**src/rtl/lsq_pkg.sv**
```systemverilog
package lsq_pkg;

    localparam int X_W             = 16;
    localparam int X_FRAC          = 8;
    localparam int COEF_W          = 32;
    localparam int FRAC_W          = 16;
    localparam int SAT_W           = 48;
    localparam int PRED_W          = COEF_W + X_W + 1;
    localparam int DIV_Q_W         = 32;
    localparam int DIV_CNT_W       = $clog2(DIV_Q_W + 1);
    localparam int MAX_SAMPLES_DEF = 4096;
    localparam int CNT_W_DEF       = $clog2(MAX_SAMPLES_DEF + 1);
    localparam int DIV_W_DEF       = 2 * CNT_W_DEF + 2 * X_W;

    localparam logic FUNC_SAMPLE  = 1'b0;
    localparam logic FUNC_PREDICT = 1'b1;
    localparam logic KIND_FIT     = 1'b0;
    localparam logic KIND_PRED    = 1'b1;

    localparam logic [1:0] ST_OK         = 2'd0;
    localparam logic [1:0] ST_ZERO_VAR   = 2'd1;
    localparam logic [1:0] ST_NO_SAMPLES = 2'd2;
    localparam logic [1:0] ST_OVERFLOW   = 2'd3;

    typedef struct packed {
        logic                    func;
        logic signed [X_W-1:0]   x_value;
        logic signed [X_W-1:0]   y_value;
        logic                    last;
    } t_in_item;

    typedef struct packed {
        logic                     kind;
        logic signed [COEF_W-1:0] intercept;
        logic signed [COEF_W-1:0] slope;
        logic signed [COEF_W-1:0] prediction;
        logic [1:0]               status;
    } t_out_item;

    typedef enum logic [4:0] {
        OP_NONE,
        OP_SAMPLE,
        OP_PLOAD,
        OP_PMUL,
        OP_PADD,
        OP_PABS,
        OP_POUT,
        OP_FM1,
        OP_FM2,
        OP_FNUM,
        OP_FABS,
        OP_FCHK,
        OP_SDIV,
        OP_SFIN,
        OP_IMUL,
        OP_ISUB,
        OP_IABS,
        OP_ICHK,
        OP_IDIV,
        OP_IFIN,
        OP_FOUT
    } t_op;

    typedef struct packed {
        t_op op;
    } t_cmd;

    typedef struct packed {
        logic div_done;
        logic out_free;
        logic fit_err;
        logic big;
    } t_sts;

    // Signed result from sign and magnitude, clamped to the 32-bit range.
    function automatic logic signed [COEF_W-1:0] sat32(input logic neg,
                                                       input logic [SAT_W-1:0] mag);
        logic [COEF_W-1:0] m32;
        m32 = {1'b0, mag[COEF_W-2:0]};
        if (mag[SAT_W-1:COEF_W-1] != '0) begin
            return neg ? {1'b1, {(COEF_W-1){1'b0}}} : {1'b0, {(COEF_W-1){1'b1}}};
        end
        return neg ? (~m32 + 1'b1) : m32;
    endfunction

endpackage

```
**src/rtl/lsq_ctrl.sv**
```systemverilog
module lsq_ctrl (
    input  logic              i_clk,
    input  logic              i_rst_n,
    input  logic              i_in_valid,
    input  lsq_pkg::t_in_item i_in_item,
    input  lsq_pkg::t_sts     i_sts,
    output logic              o_in_stall,
    output lsq_pkg::t_cmd     o_cmd
);

    typedef enum logic [20:0] {
        S_IDLE  = 21'h000001,
        S_PMUL  = 21'h000002,
        S_PADD  = 21'h000004,
        S_PABS  = 21'h000008,
        S_POUT  = 21'h000010,
        S_FM1   = 21'h000020,
        S_FM2   = 21'h000040,
        S_FNUM  = 21'h000080,
        S_FABS  = 21'h000100,
        S_FCHK  = 21'h000200,
        S_SDIV  = 21'h000400,
        S_SWAIT = 21'h000800,
        S_SFIN  = 21'h001000,
        S_IMUL  = 21'h002000,
        S_ISUB  = 21'h004000,
        S_IABS  = 21'h008000,
        S_ICHK  = 21'h010000,
        S_IDIV  = 21'h020000,
        S_IWAIT = 21'h040000,
        S_IFIN  = 21'h080000,
        S_FOUT  = 21'h100000
    } t_state;

    t_state r_state;
    t_state n_state;

    always_ff @(posedge i_clk) begin
        if (!i_rst_n) begin
            r_state <= S_IDLE;
        end else begin
            r_state <= n_state;
        end
    end

    always_comb begin
        n_state   = r_state;
        o_cmd.op  = lsq_pkg::OP_NONE;
        case (r_state)
            S_IDLE: begin
                if (i_in_valid) begin
                    if (i_in_item.func == lsq_pkg::FUNC_PREDICT) begin
                        o_cmd.op = lsq_pkg::OP_PLOAD;
                        n_state  = S_PMUL;
                    end else begin
                        o_cmd.op = lsq_pkg::OP_SAMPLE;
                        if (i_in_item.last) begin
                            n_state = S_FM1;
                        end
                    end
                end
            end
            S_PMUL: begin
                o_cmd.op = lsq_pkg::OP_PMUL;
                n_state  = S_PADD;
            end
            S_PADD: begin
                o_cmd.op = lsq_pkg::OP_PADD;
                n_state  = S_PABS;
            end
            S_PABS: begin
                o_cmd.op = lsq_pkg::OP_PABS;
                n_state  = S_POUT;
            end
            S_POUT: begin
                if (i_sts.out_free) begin
                    o_cmd.op = lsq_pkg::OP_POUT;
                    n_state  = S_IDLE;
                end
            end
            S_FM1: begin
                o_cmd.op = lsq_pkg::OP_FM1;
                n_state  = S_FM2;
            end
            S_FM2: begin
                o_cmd.op = lsq_pkg::OP_FM2;
                n_state  = S_FNUM;
            end
            S_FNUM: begin
                o_cmd.op = lsq_pkg::OP_FNUM;
                n_state  = S_FABS;
            end
            S_FABS: begin
                o_cmd.op = lsq_pkg::OP_FABS;
                n_state  = S_FCHK;
            end
            S_FCHK: begin
                o_cmd.op = lsq_pkg::OP_FCHK;
                n_state  = i_sts.fit_err ? S_FOUT : S_SDIV;
            end
            S_SDIV: begin
                if (i_sts.big) begin
                    n_state = S_SFIN;
                end else begin
                    o_cmd.op = lsq_pkg::OP_SDIV;
                    n_state  = S_SWAIT;
                end
            end
            S_SWAIT: begin
                if (i_sts.div_done) begin
                    n_state = S_SFIN;
                end
            end
            S_SFIN: begin
                o_cmd.op = lsq_pkg::OP_SFIN;
                n_state  = S_IMUL;
            end
            S_IMUL: begin
                o_cmd.op = lsq_pkg::OP_IMUL;
                n_state  = S_ISUB;
            end
            S_ISUB: begin
                o_cmd.op = lsq_pkg::OP_ISUB;
                n_state  = S_IABS;
            end
            S_IABS: begin
                o_cmd.op = lsq_pkg::OP_IABS;
                n_state  = S_ICHK;
            end
            S_ICHK: begin
                o_cmd.op = lsq_pkg::OP_ICHK;
                n_state  = S_IDIV;
            end
            S_IDIV: begin
                if (i_sts.big) begin
                    n_state = S_IFIN;
                end else begin
                    o_cmd.op = lsq_pkg::OP_IDIV;
                    n_state  = S_IWAIT;
                end
            end
            S_IWAIT: begin
                if (i_sts.div_done) begin
                    n_state = S_IFIN;
                end
            end
            S_IFIN: begin
                o_cmd.op = lsq_pkg::OP_IFIN;
                n_state  = S_FOUT;
            end
            S_FOUT: begin
                if (i_sts.out_free) begin
                    o_cmd.op = lsq_pkg::OP_FOUT;
                    n_state  = S_IDLE;
                end
            end
            default: begin
                n_state = S_IDLE;
            end
        endcase
    end

    assign o_in_stall = (r_state != S_IDLE);

`ifndef SYNTHESIS
    a_load_when_free: assert property (@(posedge i_clk) disable iff (!i_rst_n)
        (o_cmd.op == lsq_pkg::OP_FOUT || o_cmd.op == lsq_pkg::OP_POUT) |-> i_sts.out_free)
        else $error("Result register loaded while a result is still held.");
`endif

endmodule

```
**config.mk**
```make
export PLATFORM = sky130hd
export DESIGN_NAME = lsq_ctrl
export DESIGN_NICKNAME = d
export VERILOG_FILES = /design/src/rtl/lsq_pkg.sv /design/src/rtl/lsq_ctrl.sv
export SDC_FILE = /design/constraint.sdc
export NUM_CORES = 1
export LEC_CHECK = 0
export BUFFER_PORTS_ARGS = -buffer_cell sky130_fd_sc_hd__clkbuf_2
export CAP_MARGIN = 15
export CORE_MARGIN = 2
export CORE_UTILIZATION = 47
export CTS_BUF_LIST = sky130_fd_sc_hd__clkbuf_2 sky130_fd_sc_hd__clkbuf_4 sky130_fd_sc_hd__clkbuf_8
export DETAILED_ROUTE_END_ITERATION = 10
export PLACE_DENSITY = 0.87
export REMOVE_ABC_BUFFERS = 1
export SLEW_MARGIN = 10
export SYNTH_ARGS = -nofsm -noshare
export SYNTH_HDL_FRONTEND = slang
export SYNTH_SLANG_ARGS = --single-unit
```
**constraint.sdc**
```tcl
create_clock -name i_clk -period 2.4 [get_ports i_clk]
set_input_delay 0.36 -clock i_clk [delete_from_list [all_inputs] [get_ports i_clk]]
set_output_delay 0.36 -clock i_clk [all_outputs]
set_load 0.01 [all_outputs]
```
==> results.toml, run 1 <==
[layout]
antenna_cells = 0
fillerInstances = 186
registers.top_by_ff_count = "r_state"
finalNonFillerCells = 251
largest_reg_flops = 21
layout_common_cells = "buf_4 (41), nor2_1 (22), dfxtp_1 (12)"
fin_nets = 262
design_area_sq_mm = 0.001989
postLayoutCoreUtil = 0.7092
syn_to_final_growth_pct = 42.09
drive_gt1_frac = 0.4727
top_regs = "r_state: 21 flops"
final_common_cell = "buf_4"

[critical_path]
ff2ff_path_depth = 9
end_kind = "primary output"
rr_endpoint = "r_state[0]$_SDFFE_PN1P_"
worstPathRequired_ns = 2.04
crit_slowest_cell = "or4b_4"
crit_type = "flip-flop to primary output"
max_stage_delay_ns = 0.52
critPathLaunchType = "flip-flop"
critPathArrivalTime_ns = 2.45
r2r_start = "r_state[4]$_SDFFE_PN0P_"
worstPathMaxFanout = 3
r2r_setup_slack_ns = 0.05
crit_path_cell_trace = "nor4_4, nand3_2, or3_4, or4b_4, o2111ai_2, a311o_1, buf_2"

[pwr]
pwr-share-clk = 0.188
peakVddDrop_v = 0.0003317
p_per_area_mw_per_mm2 = 500.3
p_int_mw = 0.6422
swShare = 0.3547
seqPwrFrac = 0.376
p_switching_mw = 0.3531
leakagePower_nw = 0.8616
p_comb_frac = 0.436

[die]
coreArea_sq_mm = 0.002805
rows = 19
dieHeight_microns = 58.58
die_w_microns = 58.58
dieArea_sq_mm = 0.003432
io-pin-count = 47
start_util = 0.4991

[routing]
viasPerCell = 6.578
post_drt_wl_per_cell_microns = 20.26
drt_wl_total_microns = 5086
drtIter0Drc = 193
first_pass_iters = 5
vias = 1651
ant_nets = 0
drcViolationCount = 0

[clock_tree]
numCtsBuffers = 3
ctsLongestPathBuffers = 2
cts-root-buf = "clkbuf_4"
cts_tree = "built"
h-tree-depth = 1
ctsHoldBuffers = 0
clock_latency_ns = 0.32
clkTransAtPathRegs_ns = 0.13
clkSinkCount = 21

[timing]
fin_crit_ns = 2.807
maxSlewViolCount = 0
max_slew_margin = 0.6780
rsz0062_at_grt = "true"
finalSetupViolCount = 5
min_period_over_period = 1.170
fin_ws_ns = -0.4068
worst_slew_pin_slew_ns = 0.4756
max_freq_mhz = 356.3
fin_skew_ns = 0.002730
hold_viol_final = 0

[placed_design]
dp.cells = 234
dp_hpwl_microns = 3058
io_buffers = 14
place_congestion = 0.9480
placed_area_sq_mm = 0.001695

[synthesis]
avgSynthCellArea_sq_um = 8.434
async_flop_share = 0
synth_cells = 166
yosysWarnings = 0
synth_top_area_share = 0.3003
ys_top_cells_by_area = "dfxtp_1 (30%), nor2_1 (5.9%), xnor2_1 (3.1%)"
syn_area_sq_mm = 0.001400
ys_seq_elements = 21
synth_cell_types = 49
synthFlopType = "dfxtp_1"
yosys.area.top_type = "dfxtp_1"
seq_area_frac_synth = 0.3003
synth_edf_count = 0

[global_route]
grt_pass1_vias = 1553
antenna_found_initial = 0
grt_max_degree = 13
grt.overflow.total = 0
grt_usage = 0.2808
grt_pass1_wl_microns = 7272

[hold_path]
holdPathEnd = "r_state[10]$_SDFFE_PN0P_"
hp-start = "i_sts[1]"
worstHoldPathType = "input pin to flip-flop"
worstHoldPathCells = 2

[run]
max-cap-violations = 0

[status]
violations = "negative setup slack"
status = "finished with violations"
[critical path, delay by kind of cell (launching register included)]
| family | cells | cell delay, ns |
|---|---|---|
| simple gates | 4 | 1.36 |
| flops | 1 | 0.39 |
| compound gates | 2 | 0.24 |
| buf+inv | 1 | 0.14 |
[logic make-up after synthesis]
group	after synthesis	share of synthesized area
DFF	21	0.3003
buffers and inverters	12	0.04110
AOI/OAI and AO/OA	24	0.1421
xor gates and xnor gates	7	0.04379
and+or+nand+nor	102	0.4728
[timing repair]
item,CTS,global route
cloned,0,1
setup endpoints to repair,6,13
gates resized for setup,17,31
buffers inserted,4,8
pin swaps,9,11
[per-stage QoR]
stage / setup WS [ns] / total power [mW] / setup TNS (ns) / hold WS, ns
2_1_floorplan: 0.07573 / 0.5639 / 0 / 0.4260
3_3_place_gp: -0.04655 / 0.6800 / -0.07161 / 0.5029
3_5_place_dp: -0.09788 / 0.6860 / -0.1576 / 0.5352
4_1_cts: -0.3677 / 0.9031 / -1.535 / 0.2111
5_1_grt: -0.4434 / 1.036 / -2.026 / 0.1920
6_report: -0.4068 / 0.9953 / -1.612 / 0.2063
[per-layer routing]
layer | global-route usage | routed length (microns) | vias to the layer above
li1 | - | - | 744
met3 | 0.05275 | 333 | 35
met1 | 0.3414 | 1955 | 784
met5 | 0 | 0 | -
met4 | 0.1331 | 256 | 0
met2 | 0.4767 | 2541 | 88
[power groups by stage]
stage	Combinational (mW)	Clock (mW)	Sequential, mW
finish	0.434	0.187	0.374
global route	0.459	0.202	0.375
CTS	0.345	0.187	0.372
detailed placement	0.309	0	0.377
global placement	0.304	0	0.376
floorplan	0.187	0	0.377
[cell usage after synthesis, types with 2 or more instances]
| cell | number |
|---|---|
| nand2_1 | 11 |
| nor4_2 | 3 |
| or2_2 | 2 |
| o211ai_1 | 3 |
| nand4_1 | 3 |
| and3_1 | 3 |
| nand3_1 | 5 |
| nor2_1 | 22 |
| nor3_1 | 7 |
| o311ai_0 | 2 |
| a2bb2oi_1 | 2 |
| inv_1 | 5 |
| or4b_1 | 2 |
| xnor2_1 | 5 |
| dfxtp_1 | 21 |
| nor3b_1 | 5 |
| or4_4 | 2 |
| nor4_4 | 2 |
| nor4bb_1 | 2 |
| nor4b_1 | 2 |
| nor2b_1 | 5 |
| or3_1 | 3 |
| o2111ai_2 | 2 |
| o21a_1 | 2 |
| nand3b_1 | 2 |
| nand2b_1 | 2 |
| or4b_2 | 2 |
| xor2_1 | 2 |
| nand4b_1 | 3 |
| nor4_1 | 6 |
| or4_1 | 3 |
| clkbuf_1 | 4 |
| a21oi_1 | 5 |
[layout make-up]
class | count | area, sq um | share of cell area
Clock buffer | 3 | 22.52 | 0.01132
Multi-Input combinational cell | 133 | 1065 | 0.5352
Tap cell | 31 | 38.79 | 0.01950
Timing Repair Buffer | 57 | 400.4 | 0.2013
Clock inverter | 1 | 5.005 | 0.002516
Inverter | 5 | 18.77 | 0.009434
Sequential cell | 21 | 439.2 | 0.2208
[how the worst max path moves through the flow]
stage,startpoint,endpoint,depth (start not counted)
6_report,r_state[8]$_SDFFE_PN0P_,o_cmd[1],7
5_1_grt,r_state[8]$_SDFFE_PN0P_,o_cmd[1],7
4_1_cts,r_state[8]$_SDFFE_PN0P_,o_cmd[1],7
3_5_place_dp,r_state[9]$_SDFFE_PN0P_,o_cmd[1],7
3_3_place_gp,r_state[9]$_SDFFE_PN0P_,o_cmd[1],7
2_1_floorplan,r_state[9]$_SDFFE_PN0P_,o_cmd[1],6
Power figures use the tool's default switching activity.
==> inputs of run 2 (changes only) <==
Settings changed: GPL_TIMING_DRIVEN from default to 0.
==> run 2 against run 1 <==
The run still ends with negative setup slack left; critical path depth is the same; flip-flop and latch count is the same; combinational power shrank 11%; first-iteration DRC count grew 69%; via count shrank 1.2%; sequential share of layout area grew 1.8 points; wire length grew 0.51%; clock skew grew 0.010 ns; worst hold slack gained 0.016 ns; highest routed layer unchanged.
==> results.toml, run 2 (synthesized netlist as in run 1, its figures left out) <==
[critical_path]
crit_slowest_cell = "or4b_4"
worstPathMaxFanout = 6
worstPathRequired_ns = 2.04
critPathArrivalTime_ns = 2.43
end_kind = "primary output"
path_delay_family = "simple AND/OR/NAND/NOR gates"
critPathLaunchType = "flip-flop"
crit_path_cell_trace = "nor4_4, nand3_2, or3_4, or4b_4, o2111ai_2, a311o_1, buf_2"
max_stage_delay_ns = 0.52
crit_type = "flip-flop to primary output"
critical_path_buf_inv_count = 1

[clock_tree]
clock_latency_ns = 0.31
h-tree-depth = 1
cts_tree = "built"
cts-root-buf = "clkbuf_4"
numCtsBuffers = 3
ctsLongestPathBuffers = 2
clkSinkCount = 21
clkTransAtPathRegs_ns = 0.11
ctsHoldBuffers = 0

[pwr]
leakagePower_nw = 0.7911
p_total_mw = 0.9412
peakVddDrop_v = 0.0002645
p_per_area_mw_per_mm2 = 484.7

[die]
dieHeight_microns = 58.58
coreArea_sq_mm = 0.002805
start_util = 0.4991
dieArea_sq_mm = 0.003432
io-pin-count = 47
die_w_microns = 58.58
rows = 19

[layout]
top_regs = "r_state: 21 flops"
registers.top_by_ff_count = "r_state"
fin_nets = 243
multi_input_area_sq_mm = 0.001122
seq_area_sq_um = 464.2
drive_gt1_frac = 0.4975
final_common_cell = "buf_4"
finalNonFillerCells = 232
antenna_cells = 0
syn_to_final_growth_pct = 38.70
layout_common_cells = "buf_4 (22), nor2_1 (18), clkbuf_2 (10)"
largest_reg_flops = 21
fillerInstances = 179

[timing]
hold_viol_final = 0
worst_slew_pin_slew_ns = 0.5239
min_period_over_period = 1.162
hold_slack_ns = 0.2222
fin_skew_ns = 0.01270
fin_ws_ns = -0.3878
maxSlewViolCount = 0
fin_crit_ns = 2.788
rsz0062_at_grt = "true"
finalSetupViolCount = 7
max_slew_margin = 0.6452
max_freq_mhz = 358.7

[routing]
drcViolationCount = 0
drtIter0Drc = 326
ant_nets = 0
viasPerCell = 7.030
vias = 1631
drt_wl_total_microns = 5112
first_pass_iters = 5
post_drt_wl_per_cell_microns = 22.03

[placed_design]
place_congestion = 0.9199
dp.cells = 204
dp_hpwl_microns = 2616
dp_slack_ns = -0.2308
io_buffers = 14

[global_route]
grt_usage = 0.2671
grt_pass1_wl_microns = 6920
grt.overflow.total = 0
antenna_found_initial = 0
grt_pass1_vias = 1456
grt_max_degree = 14

[run]
max-cap-violations = 0

[status]
violations = "negative setup slack"
status = "finished with violations"

[hold_path]
worstHoldPathType = "input pin to flip-flop"
run 2: cell types whose count changed in the layout (fill, tap and decap cells not counted), sizes merged:
| cell | previous run | this run |
|---|---|---|
| clkbuf | 13 | 14 |
| clkinv | 1 | 0 |
| buf | 47 | 28 |
run 2: path summary, 6_finish.rpt:
check	cells after the start	start	end	slack, ns
worst min-delay path	2	i_sts[1]	r_state[10]$_SDFFE_PN0P_	0.22
worst max register to register	8	r_state[8]$_SDFFE_PN0P_	r_state[19]$_SDFFE_PN0P_	-0.02
worst min register to register	1	r_state[9]$_SDFFE_PN0P_	r_state[9]$_SDFFE_PN0P_	0.48
worst max-delay path	7	r_state[9]$_SDFFE_PN0P_	o_cmd[1]	-0.39
run 2: final cells by class:
class,instances,share of cell area
inverter,5,0.009665
multi-input combinational,133,0.5780
tap,31,0.01997
timing repair buffer,38,0.1379
clock buffer,4,0.01546
sequential,21,0.2390
run 2: layer usage:
layer / global-route usage / share of wire / vias up
met5: 0 / 0 / -
met4: 0.1656 / 0.075 / 0
met3: 0.05275 / 0.091 / 53
met2: 0.4591 / 0.47 / 122
met1: 0.3023 / 0.37 / 754
li1: - / - / 702
run 2: timing repair:
action,4_1_cts,5_1_grt
setup endpoints to repair,10,10
setup buffers,10,15
gates cloned,0,0
endpoints found under the hold margin,0,0
pin swaps,9,15
gates resized for setup,44,30
run 2: report_power, final:
group          total (mW)  internal (mW)  switching (mW)  leakage, nW
sequential          0.368          0.351          0.0169        0.180
combinational       0.387          0.175           0.212        0.593
clock               0.186         0.0762           0.110       0.0184
run 2: metrics by stage:
step | instance area, sq um | TNS [ns] | utilization
2_1_floorplan | 1361 | 0 | -
3_3_place_gp | 1470 | -0.8324 | 0.5241
3_5_place_dp | 1470 | -0.9373 | 0.5241
4_1_cts | 1729 | -1.140 | 0.6164
5_1_grt | 1942 | -2.692 | 0.6922
6_report | 1942 | -1.767 | 0.6922
